===== src/design/assert_macros.svh =====
// Assertion macros shared by the derivative unit modules.
// The macros expect a clock named clk and an active-low reset named arst_n in scope.
`ifndef ASSERT_MACROS_SVH
`define ASSERT_MACROS_SVH

// Same-cycle check: when the condition holds, the consequence holds in the same cycle.
`define IZN_ASSERT_SAME(name, ante, cons) \
	name: assert property (@(posedge clk) disable iff (!arst_n) (ante) |-> (cons)) \
		else $error("izn assertion failed");

// Next-cycle check: when the condition holds, the consequence holds in the cycle after.
`define IZN_ASSERT_NEXT(name, ante, cons) \
	name: assert property (@(posedge clk) disable iff (!arst_n) (ante) |=> (cons)) \
		else $error("izn assertion failed");

`endif


===== src/design/izn_pkg.sv =====
// Package for the Izhikevich derivative unit: item types, register codes,
// fixed-point constants and the controller/datapath command types. No dependencies.
`default_nettype none

package izn_pkg;

	// Shared multiplier operand and product widths.
	localparam int unsigned MUL_W  = 33;
	localparam int unsigned PROD_W = 2 * MUL_W;
	// Accumulator width: a product reduced by 16 bits.
	localparam int unsigned ACC_W  = PROD_W - 16;

	// Q16.16 constants of the model.
	localparam logic signed [MUL_W-1:0] K_SQ    = 33'sd2621;
	localparam logic signed [MUL_W-1:0] K_LIN   = 33'sd268698;
	localparam logic signed [MUL_W-1:0] K_EINH  = 33'sd4915200;
	localparam logic signed [31:0]      K_BIAS  = 32'sd7077888;
	localparam logic signed [31:0]      K_THRESH = 32'sd1966080;

	// Configuration register indexes.
	typedef logic [2:0] cfg_index_t;
	localparam cfg_index_t CFG_RECOVERY_RATE        = 3'd0;
	localparam cfg_index_t CFG_RECOVERY_SENSITIVITY = 3'd1;
	localparam cfg_index_t CFG_RESET_POTENTIAL      = 3'd2;
	localparam cfg_index_t CFG_RECOVERY_JUMP        = 3'd3;
	localparam cfg_index_t CFG_NOISE_ON             = 3'd4;
	localparam cfg_index_t CFG_NOISE_DECAY          = 3'd5;
	localparam cfg_index_t CFG_NOISE_GAIN_EXC       = 3'd6;
	localparam cfg_index_t CFG_NOISE_GAIN_INH       = 3'd7;

	typedef struct packed {
		logic signed [31:0] recovery_rate;
		logic signed [31:0] recovery_sensitivity;
		logic signed [31:0] reset_potential;
		logic signed [31:0] recovery_jump;
		logic               noise_on;
		logic [15:0]        noise_decay;
		logic [15:0]        noise_gain_exc;
		logic [15:0]        noise_gain_inh;
	} cfg_t;

	typedef struct packed {
		logic signed [31:0] potential_in;
		logic signed [31:0] recovery_in;
		logic signed [31:0] applied_current;
		logic signed [15:0] noise_sample_exc;
		logic signed [15:0] noise_sample_inh;
	} item_t;

	typedef struct packed {
		logic signed [31:0] potential_out;
		logic signed [31:0] recovery_out;
		logic signed [31:0] potential_slope;
		logic signed [31:0] recovery_slope;
		logic               spike_reset;
	} result_t;

	// Operation issued to the shared multiplier.
	typedef enum logic [3:0] {
		OP_NONE,
		OP_SQ,
		OP_LIN,
		OP_SQH,
		OP_SQL,
		OP_BV,
		OP_GE_DEC,
		OP_GE_KICK,
		OP_GI_DEC,
		OP_GI_KICK,
		OP_GE_CUR,
		OP_GI_CUR,
		OP_DU
	} mul_op_t;

	typedef enum logic [3:0] {
		ST_IDLE,
		ST_SQ,
		ST_LIN,
		ST_SQH,
		ST_SQL,
		ST_BV,
		ST_GE_DEC,
		ST_GE_KICK,
		ST_GI_DEC,
		ST_GI_KICK,
		ST_GE_CUR,
		ST_GI_CUR,
		ST_GAP,
		ST_DU,
		ST_FIN
	} state_t;

	typedef struct packed {
		logic    load;
		logic    finish;
		mul_op_t mul_op;
	} cmd_t;

	typedef struct packed {
		logic spike;
		logic noise_on;
	} status_t;

endpackage

`default_nettype wire


===== src/design/izn_ctrl.sv =====
// Controller of the Izhikevich derivative unit: sequences the shared multiplier
// and owns both handshakes. Depends on izn_pkg and assert_macros.svh.
`default_nettype none
`include "assert_macros.svh"

module izn_ctrl (
	input  wire                 clk,
	input  wire                 arst_n,
	input  wire                 item_valid,
	output logic                item_stall,
	output logic                result_valid,
	input  wire                 result_stall,
	input  izn_pkg::status_t    status,
	output izn_pkg::cmd_t       cmd
);
	import izn_pkg::*;

	state_t state_q;
	state_t state_d;
	logic   out_valid_q;

	// State register.
	always_ff @(posedge clk or negedge arst_n) begin
		if (!arst_n) begin
			state_q <= ST_IDLE;
		end else begin
			state_q <= state_d;
		end
	end

	// Next state and commands: at most one multiplier operation per cycle.
	always_comb begin
		state_d = state_q;
		cmd = '{load: 1'b0, finish: 1'b0, mul_op: OP_NONE};
		case (state_q)
			ST_IDLE: begin
				if (item_valid) begin
					cmd.load = 1'b1;
					state_d = ST_SQ;
				end
			end
			ST_SQ: begin
				if (status.spike) begin
					state_d = ST_FIN;
				end else begin
					cmd.mul_op = OP_SQ;
					state_d = ST_LIN;
				end
			end
			ST_LIN: begin
				cmd.mul_op = OP_LIN;
				state_d = ST_SQH;
			end
			ST_SQH: begin
				cmd.mul_op = OP_SQH;
				state_d = ST_SQL;
			end
			ST_SQL: begin
				cmd.mul_op = OP_SQL;
				state_d = ST_BV;
			end
			ST_BV: begin
				cmd.mul_op = OP_BV;
				state_d = status.noise_on ? ST_GE_DEC : ST_GAP;
			end
			ST_GE_DEC: begin
				cmd.mul_op = OP_GE_DEC;
				state_d = ST_GE_KICK;
			end
			ST_GE_KICK: begin
				cmd.mul_op = OP_GE_KICK;
				state_d = ST_GI_DEC;
			end
			ST_GI_DEC: begin
				cmd.mul_op = OP_GI_DEC;
				state_d = ST_GI_KICK;
			end
			ST_GI_KICK: begin
				cmd.mul_op = OP_GI_KICK;
				state_d = ST_GE_CUR;
			end
			ST_GE_CUR: begin
				cmd.mul_op = OP_GE_CUR;
				state_d = ST_GI_CUR;
			end
			ST_GI_CUR: begin
				cmd.mul_op = OP_GI_CUR;
				state_d = ST_DU;
			end
			ST_GAP: begin
				// The inner term of du is registered during this cycle.
				state_d = ST_DU;
			end
			ST_DU: begin
				cmd.mul_op = OP_DU;
				state_d = ST_FIN;
			end
			ST_FIN: begin
				if (!out_valid_q || !result_stall) begin
					cmd.finish = 1'b1;
					state_d = ST_IDLE;
				end
			end
			default: begin
				state_d = ST_IDLE;
			end
		endcase
	end

	// Result register valid flag; a finished item may replace one being taken.
	always_ff @(posedge clk or negedge arst_n) begin
		if (!arst_n) begin
			out_valid_q <= 1'b0;
		end else if (cmd.finish) begin
			out_valid_q <= 1'b1;
		end else if (!result_stall) begin
			out_valid_q <= 1'b0;
		end
	end

	assign item_stall   = (state_q != ST_IDLE);
	assign result_valid = out_valid_q;

	`IZN_ASSERT_SAME(a_finish_room, cmd.finish, !result_valid || !result_stall)
	`IZN_ASSERT_NEXT(a_accept_starts, item_valid && !item_stall, state_q == ST_SQ)
	`IZN_ASSERT_NEXT(a_finish_shows, cmd.finish, result_valid)

endmodule

`default_nettype wire


===== src/design/izn_dp.sv =====
// Datapath of the Izhikevich derivative unit: item registers, the shared
// 33x33 multiplier, accumulators, conductance state and the result register.
// Depends on izn_pkg and assert_macros.svh.
`default_nettype none
`include "assert_macros.svh"

module izn_dp (
	input  wire                 clk,
	input  wire                 arst_n,
	input  izn_pkg::cfg_t       cfg,
	input  izn_pkg::item_t      item,
	input  izn_pkg::cmd_t       cmd,
	output izn_pkg::status_t    status,
	output izn_pkg::result_t    result
);
	import izn_pkg::*;

	localparam logic signed [ACC_W-1:0] SAT_MAX = ACC_W'(32'sh7FFF_FFFF);
	localparam logic signed [ACC_W-1:0] SAT_MIN = ACC_W'(32'sh8000_0000);

	// Saturate a wide signed value to the 32-bit range.
	function automatic logic signed [31:0] sat32(input logic signed [ACC_W-1:0] x);
		logic signed [31:0] r;
		if (x > SAT_MAX) begin
			r = 32'sh7FFF_FFFF;
		end else if (x < SAT_MIN) begin
			r = 32'sh8000_0000;
		end else begin
			r = x[31:0];
		end
		return r;
	endfunction

	// Clamp a conductance sum to [0, 2^31-1].
	function automatic logic signed [31:0] clamp_g(input logic signed [32:0] x);
		logic signed [31:0] r;
		if (x[32]) begin
			r = 32'sd0;
		end else if (x[31]) begin
			r = 32'sh7FFF_FFFF;
		end else begin
			r = x[31:0];
		end
		return r;
	endfunction

	// Item registers.
	logic signed [31:0] v_q;
	logic signed [31:0] u_q;
	logic signed [15:0] se_q;
	logic signed [15:0] si_q;
	logic               spike_q;

	// Working registers.
	logic signed [31:0]       ge_q;
	logic signed [31:0]       gi_q;
	logic signed [31:0]       gacc_q;
	logic signed [31:0]       inner_q;
	logic [30:0]              sqh_q;
	logic [15:0]              sql_q;
	logic signed [PROD_W-1:0] prod_q;
	mul_op_t                  tag_q;
	logic signed [ACC_W-1:0]  dv_q;
	result_t                  result_q;

	// Combinational signals.
	logic signed [MUL_W-1:0]  v_x;
	logic signed [MUL_W-1:0]  opa;
	logic signed [MUL_W-1:0]  opb;
	logic signed [PROD_W-1:0] prod_d;
	logic signed [ACC_W-1:0]  prod_sh;
	logic signed [32:0]       gsum;

	assign v_x = {v_q[31], v_q};

	// Operand selection for the shared multiplier.
	always_comb begin
		case (cmd.mul_op)
			OP_SQ: begin
				opa = v_x;
				opb = v_x;
			end
			OP_LIN: begin
				opa = v_x;
				opb = K_LIN;
			end
			OP_SQH: begin
				opa = {2'b00, sqh_q};
				opb = K_SQ;
			end
			OP_SQL: begin
				opa = {17'd0, sql_q};
				opb = K_SQ;
			end
			OP_BV: begin
				opa = {cfg.recovery_sensitivity[31], cfg.recovery_sensitivity};
				opb = v_x;
			end
			OP_GE_DEC: begin
				opa = {ge_q[31], ge_q};
				opb = {17'd0, cfg.noise_decay};
			end
			OP_GE_KICK: begin
				opa = {17'd0, cfg.noise_gain_exc};
				opb = {{17{se_q[15]}}, se_q};
			end
			OP_GI_DEC: begin
				opa = {gi_q[31], gi_q};
				opb = {17'd0, cfg.noise_decay};
			end
			OP_GI_KICK: begin
				opa = {17'd0, cfg.noise_gain_inh};
				opb = {{17{si_q[15]}}, si_q};
			end
			OP_GE_CUR: begin
				opa = {ge_q[31], ge_q};
				opb = v_x;
			end
			OP_GI_CUR: begin
				opa = {gi_q[31], gi_q};
				opb = v_x + K_EINH;
			end
			OP_DU: begin
				opa = {cfg.recovery_rate[31], cfg.recovery_rate};
				opb = {inner_q[31], inner_q};
			end
			default: begin
				opa = '0;
				opb = '0;
			end
		endcase
	end

	assign prod_d  = opa * opb;
	// Floor of the registered product over 2^16.
	assign prod_sh = prod_q[PROD_W-1:16];
	// Decayed conductance plus its noise kick.
	assign gsum    = {gacc_q[31], gacc_q} + prod_sh[32:0];

	// Product register, conductance state and operation tag.
	always_ff @(posedge clk or negedge arst_n) begin
		if (!arst_n) begin
			prod_q <= '0;
			tag_q  <= OP_NONE;
			ge_q   <= '0;
			gi_q   <= '0;
		end else begin
			tag_q <= cmd.mul_op;
			if (cmd.mul_op != OP_NONE) begin
				prod_q <= prod_d;
			end
			if (tag_q == OP_GE_KICK) begin
				ge_q <= clamp_g(gsum);
			end
			if (tag_q == OP_GI_KICK) begin
				gi_q <= clamp_g(gsum);
			end
		end
	end

	// Item capture and consumption of each product in the cycle after it is formed.
	always_ff @(posedge clk) begin
		if (cmd.load) begin
			v_q     <= item.potential_in;
			u_q     <= item.recovery_in;
			se_q    <= item.noise_sample_exc;
			si_q    <= item.noise_sample_inh;
			spike_q <= (item.potential_in > K_THRESH);
			dv_q    <= ACC_W'(K_BIAS) - ACC_W'(item.recovery_in)
				+ ACC_W'(item.applied_current);
		end else begin
			case (tag_q)
				OP_SQ: begin
					sqh_q <= prod_q[62:32];
					sql_q <= prod_q[31:16];
				end
				OP_LIN: begin
					dv_q <= dv_q + prod_sh;
				end
				OP_SQH: begin
					// The high half already carries the 2^16 scale.
					dv_q <= dv_q + prod_q[ACC_W-1:0];
				end
				OP_SQL: begin
					dv_q <= dv_q + prod_sh;
				end
				OP_BV: begin
					inner_q <= sat32(prod_sh - ACC_W'(u_q));
				end
				OP_GE_DEC: begin
					gacc_q <= prod_sh[31:0];
				end
				OP_GI_DEC: begin
					gacc_q <= prod_sh[31:0];
				end
				OP_GE_CUR: begin
					dv_q <= dv_q - prod_sh;
				end
				OP_GI_CUR: begin
					dv_q <= dv_q - prod_sh;
				end
				default: begin
				end
			endcase
		end
	end

	// Result register; on a spike the potential is reset and the jump applied.
	always_ff @(posedge clk) begin
		if (cmd.finish) begin
			if (spike_q) begin
				result_q.potential_out   <= cfg.reset_potential;
				result_q.recovery_out    <= sat32(ACC_W'(u_q) + ACC_W'(cfg.recovery_jump));
				result_q.potential_slope <= 32'sd0;
				result_q.recovery_slope  <= 32'sd0;
				result_q.spike_reset     <= 1'b1;
			end else begin
				result_q.potential_out   <= v_q;
				result_q.recovery_out    <= u_q;
				result_q.potential_slope <= sat32(dv_q);
				result_q.recovery_slope  <= sat32(prod_sh);
				result_q.spike_reset     <= 1'b0;
			end
		end
	end

	assign result          = result_q;
	assign status.spike    = spike_q;
	assign status.noise_on = cfg.noise_on;

	`IZN_ASSERT_SAME(a_cond_nonneg, 1'b1, !ge_q[31] && !gi_q[31])
	`IZN_ASSERT_NEXT(a_prod_hold, cmd.mul_op == OP_NONE, $stable(prod_q))
	`IZN_ASSERT_NEXT(a_spike_result, cmd.finish && spike_q, result_q.spike_reset && result_q.potential_slope == 32'sd0 && result_q.recovery_slope == 32'sd0)

endmodule

`default_nettype wire


===== src/design/izhikevich_neuron_derivative_unit.sv =====
// Top level of the Izhikevich derivative unit: configuration registers and
// the controller and datapath instances. Depends on izn_pkg, izn_ctrl and izn_dp.
//
// One item (V, u, Iapp and two noise samples) yields one result item with the
// possibly reset V and u and the saturated slopes dV and du, all Q16.16. All
// products go through a single 33x33 multiplier, at most one product per cycle,
// so the item time follows the product count: 12 products with noise on, 6 with
// noise off, and none for a spike item. The excitatory and inhibitory
// conductances live inside the block and are cleared by reset. A finished
// result sits in an output register, so the next item is accepted while the
// previous result still waits. The user must write configuration only while
// idle; the block itself does not enforce it.
`default_nettype none

module izhikevich_neuron_derivative_unit (
	input  wire                   clk,
	input  wire                   arst_n,
	input  wire                   item_valid,
	output logic                  item_stall,
	input  izn_pkg::item_t        item,
	output logic                  result_valid,
	input  wire                   result_stall,
	output izn_pkg::result_t      result,
	input  wire                   cfg_valid,
	output logic                  cfg_ready,
	input  izn_pkg::cfg_index_t   cfg_index,
	input  wire [31:0]            cfg_data
);
	import izn_pkg::*;

	cfg_t    cfg_q;
	cmd_t    cmd;
	status_t status;

	// Configuration registers, written by index.
	always_ff @(posedge clk or negedge arst_n) begin
		if (!arst_n) begin
			cfg_q.recovery_rate        <= 32'sd1311;
			cfg_q.recovery_sensitivity <= -32'sd6554;
			cfg_q.reset_potential      <= -32'sd3604480;
			cfg_q.recovery_jump        <= 32'sd393216;
			cfg_q.noise_on             <= 1'b1;
			cfg_q.noise_decay          <= 16'd57835;
			cfg_q.noise_gain_exc       <= 16'd1950;
			cfg_q.noise_gain_inh       <= 16'd1950;
		end else if (cfg_valid && cfg_ready) begin
			case (cfg_index)
				CFG_RECOVERY_RATE:        cfg_q.recovery_rate        <= cfg_data;
				CFG_RECOVERY_SENSITIVITY: cfg_q.recovery_sensitivity <= cfg_data;
				CFG_RESET_POTENTIAL:      cfg_q.reset_potential      <= cfg_data;
				CFG_RECOVERY_JUMP:        cfg_q.recovery_jump        <= cfg_data;
				CFG_NOISE_ON:             cfg_q.noise_on             <= cfg_data[0];
				CFG_NOISE_DECAY:          cfg_q.noise_decay          <= cfg_data[15:0];
				CFG_NOISE_GAIN_EXC:       cfg_q.noise_gain_exc       <= cfg_data[15:0];
				CFG_NOISE_GAIN_INH:       cfg_q.noise_gain_inh       <= cfg_data[15:0];
				default: begin
				end
			endcase
		end
	end

	// Register writes complete in the cycle they are offered.
	assign cfg_ready = 1'b1;

	izn_ctrl u_ctrl (
		.clk          (clk),
		.arst_n       (arst_n),
		.item_valid   (item_valid),
		.item_stall   (item_stall),
		.result_valid (result_valid),
		.result_stall (result_stall),
		.status       (status),
		.cmd          (cmd)
	);

	izn_dp u_dp (
		.clk    (clk),
		.arst_n (arst_n),
		.cfg    (cfg_q),
		.item   (item),
		.cmd    (cmd),
		.status (status),
		.result (result)
	);

endmodule

`default_nettype wire


===== config.mk =====
export PLATFORM = sky130hd
export DESIGN_NAME = izhikevich_neuron_derivative_unit
export DESIGN_NICKNAME = d
export VERILOG_FILES = /design/src/design/izn_pkg.sv /design/src/design/izn_ctrl.sv /design/src/design/izn_dp.sv /design/src/design/izhikevich_neuron_derivative_unit.sv
export VERILOG_INCLUDE_DIRS = /design/src /design/src/design
export SDC_FILE = /design/constraint.sdc
export NUM_CORES = 2
export LEC_CHECK = 0
export ABC_AREA = 1
export BUFFER_PORTS_ARGS = -buffer_cell sky130_fd_sc_hd__buf_2
export CAP_MARGIN = 40
export CORE_UTILIZATION = 40
export DETAILED_ROUTE_END_ITERATION = 16
export PLACE_DENSITY = 0.59
export SYNTH_ARGS = -nofsm -noshare
export SYNTH_HDL_FRONTEND = slang
export SYNTH_SLANG_ARGS = --single-unit
export TNS_END_PERCENT = 20

===== constraint.sdc =====
create_clock -name clk -period 12 [get_ports clk]
set_clock_uncertainty 0.2 [all_clocks]
set_input_delay 1.2 -clock clk [delete_from_list [all_inputs] [get_ports clk]]
set_output_delay 1.2 -clock clk [all_outputs]
set_load 0.02 [all_outputs]

==> metrics <==
XOR/XNOR Fraction of Synth Area=under 10%; Reg clk slew, reported paths=roughly 0.060 ns; compound-cell area share of the yosys netlist=roughly a tenth; reg-to-reg slack, setup=about 1.3 ns; drt via density=~5.4; EDFF count, synth=387; Startpoint Class=flip-flop; Worst-Skew Late Latency=0.77 ns; Syn Area/Cell=between 7 and 8 sq um; Detailed Place HPWL=290000 microns; Port-buffer cells=roughly 300; met3 Track Usage GR=roughly 6.6%; post-CTS sizing=0; die area=roughly 0.21 sq mm; Crit. End Element=flip-flop; synth cell count leaders=2686 x nand2_1, 2114 x inv_1, 1128 x fa_1; Tmin final=~11 ns; leading cell type by number of instances after synthesis=nand2_1; Crit Reg-Reg Startpoint=u_ctrl.state_q[1]; Post-synth top flop=edfxtp_1; P&R area growth vs syn=10.1%; Final Wtd Congestion=between 1 and 1.5; met1 Use GR=46.1%; Synth Area in Simple Gates=20.1%; Synth Area in Adders=33.8%; # DRC=0; layout cells sized above 1=under 10%; top cells by area, synth=fa_1 27%, edfxtp_1 14%, nand2_1 12%, inv_1 9.3%, ha_1 7.3%; detailed-route via count=75672; mapped cell area=0.0852 sq mm; Total GRT Usage=between 30% and 40%; Hold Crit Class=in2async; Clock Sinks=701; Critical path origin=u_ctrl.state_q[1]; most used cell along the critical path=fa_1; Synth top area share=a little over a quarter; slowest stage cell, crit path=fa_1; FF+latch area=0.0196 sq mm; met2 Track Usage GR=48.9%; Distinct cells, synth=between 60 and 70; worst-path maximum fanout=21; Syn Nets=between 10000 and 15000; Routed WL=around 350000 microns; Multi-input gate area=0.0562 sq mm; DR iter-0 viols=7979; sequential share of the synthesized area=23.0%; row count=approximately 170; Setup CP Type=reg2reg; worst slack, placed=between 1 and 1.5 ns; number of max-cap violations=0; global-route wire length before repair=514000 microns; Fillers=approximately 21000; GRT busiest layer=met2; #FFs+latches synth=~700; Async S/R FF share, synth=approximately 45%; Slew HR=approximately a quarter; CTS Buf Count=84; Setup TNS=0 ns; critical path's largest stage delay=0.87 ns; num ports=300; Root Buffer=clkbuf_16; Fin. Hold Viols=0; mux cell area share after synthesis=0%; CTS tree=built; # H-tree levels=3; largest family of logic cells by synthesized area=adder cells; Core ar.=roughly 0.21 sq mm; crit share post-route=roughly 89%; initial antenna violation count=25; Cells after Synth=10725; vias in the first global route=about 75000; total gr overflow=0; final setup fails=0; number of buffers on the longest clock path=3; fmax=about 94 MHz; ANT nets after route=0; detailed-router iteration count before antenna repair=9; DIE WIDTH=463 microns; postcts setup bufs=0; Final WS setup=between 1 and 1.5 ns; Slew Limit Fails=0; Yosys top cell by area=fa_1; worst path required time=between 10 and 15 ns; largest net degree at the start of global routing=97; initial core utilization=40.2%; NumNets Final=between 10000 and 15000; Wirelength per Cell=25.1 microns; RSZ-0062 raised after global routing=no; Worst-Margin Slew=around 1.1 ns; Die Y=~460 microns; Post-CTS Hold Fix Bufs=0; crit path DAT=~11 ns; Placed Instances=roughly 14000; status=finished, final reports clean; Yosys warnings=0; Finished Layout Cells=13886
-- state kept, by name, summed over array words and instances (netlist names), 16 cells and up --
signal / count
u_dp.ge_q: 31
u_dp.se_q: 16
u_dp.si_q: 16
u_dp.result: 129
u_dp.gacc_q: 32
u_dp.prod_q: 66
u_dp.u_q: 32
u_dp.sql_q: 16
u_dp.gi_q: 31
u_dp.dv_q: 50
u_dp.sqh_q: 31
cfg_q: 177
u_dp.inner_q: 32
u_dp.v_q: 32
-- area by class of cell --
type | instances | share of cell area, %
clock inverters | 51 | 0.690
repair buffers | 504 | 3.66
well taps | 2821 | 3.76
inverters | 2161 | 8.66
flip-flops and latches | 701 | 20.9
diodes | 11 | 0.0294
clock buffers | 106 | 2.41
multi-input cells | 7531 | 59.9
-- critical path, delay by kind of cell, from the launching register on --
kind                     cells  cell delay [ns]
AO/OA/AOI/OAI                5             1.03
adder cells (fa/ha/maj)      9             4.98
buffers and inverters        6             1.42
flip-flops                   1             0.46
AND/OR/NAND/NOR             10             2.47
-- worst paths after layout --
check,end,depth (start not counted)
hold / removal,u_ctrl.result_valid,1
setup / recovery,u_dp.prod_q[57],30
max in group asynchronous,u_dp.prod_q[40],3
min in group clk,u_dp.gi_q[27],2
setup reg to reg,u_dp.prod_q[57],30
hold reg to reg,u_dp.gi_q[27],2
-- per-stage QoR --
stage	hold slack (ns)	utilization [%]	instance area (sq um)
6_report	0.238	44.3	93800
3_5_place_dp	0.259	42.9	90800
2_1_floorplan	0.243	-	85200
5_1_grt	0.262	44.2	93700
4_1_cts	0.210	44.2	93700
3_3_place_gp	0.258	42.6	90200
-- per-layer routing --
layer / part of all wire [%] / routed length, microns
met5: 0.018 / 62
met3: 9.5 / 33300
met1: 43 / 150000
met4: 4.3 / 15200
met2: 43 / 150000
-- cells by family after synthesis --
group,Yosys count
adders and majority gates,1622
DFF,701
xor gates and xnor gates,203
buffers and inverters,2493
other,1
and+or+nand+nor,4230
AOI/OAI and AO/OA,1475
-- cell usage in the layout (no fill, tap or decap), types with 35 or more instances in the layout --
cell | synthesis | routed
a21o_1 | 50 | 50
fa_1 | 1128 | 1128
nand4_1 | 95 | 95
o21ai_0 | 604 | 604
nor2_1 | 883 | 873
inv_1 | 2114 | 2113
or2_2 | 41 | 41
a21oi_1 | 527 | 526
dfrtp_1 | 241 | 241
buf_2 | 139 | 299
a22oi_1 | 36 | 36
nand2_1 | 2686 | 2680
ha_1 | 494 | 494
nor4_1 | 36 | 35
a31oi_1 | 43 | 43
clkbuf_16 | 0 | 85
nor3_1 | 72 | 70
o21bai_1 | 40 | 40
xnor2_1 | 78 | 78
dfstp_2 | 73 | 73
inv_2 | 36 | 36
nand3_1 | 364 | 362
xor2_1 | 125 | 125
buf_4 | 12 | 171
edfxtp_1 | 387 | 387
Power is not shown: default switching activity piles up to over one toggle a cycle in this logic, so the estimate is an artifact.
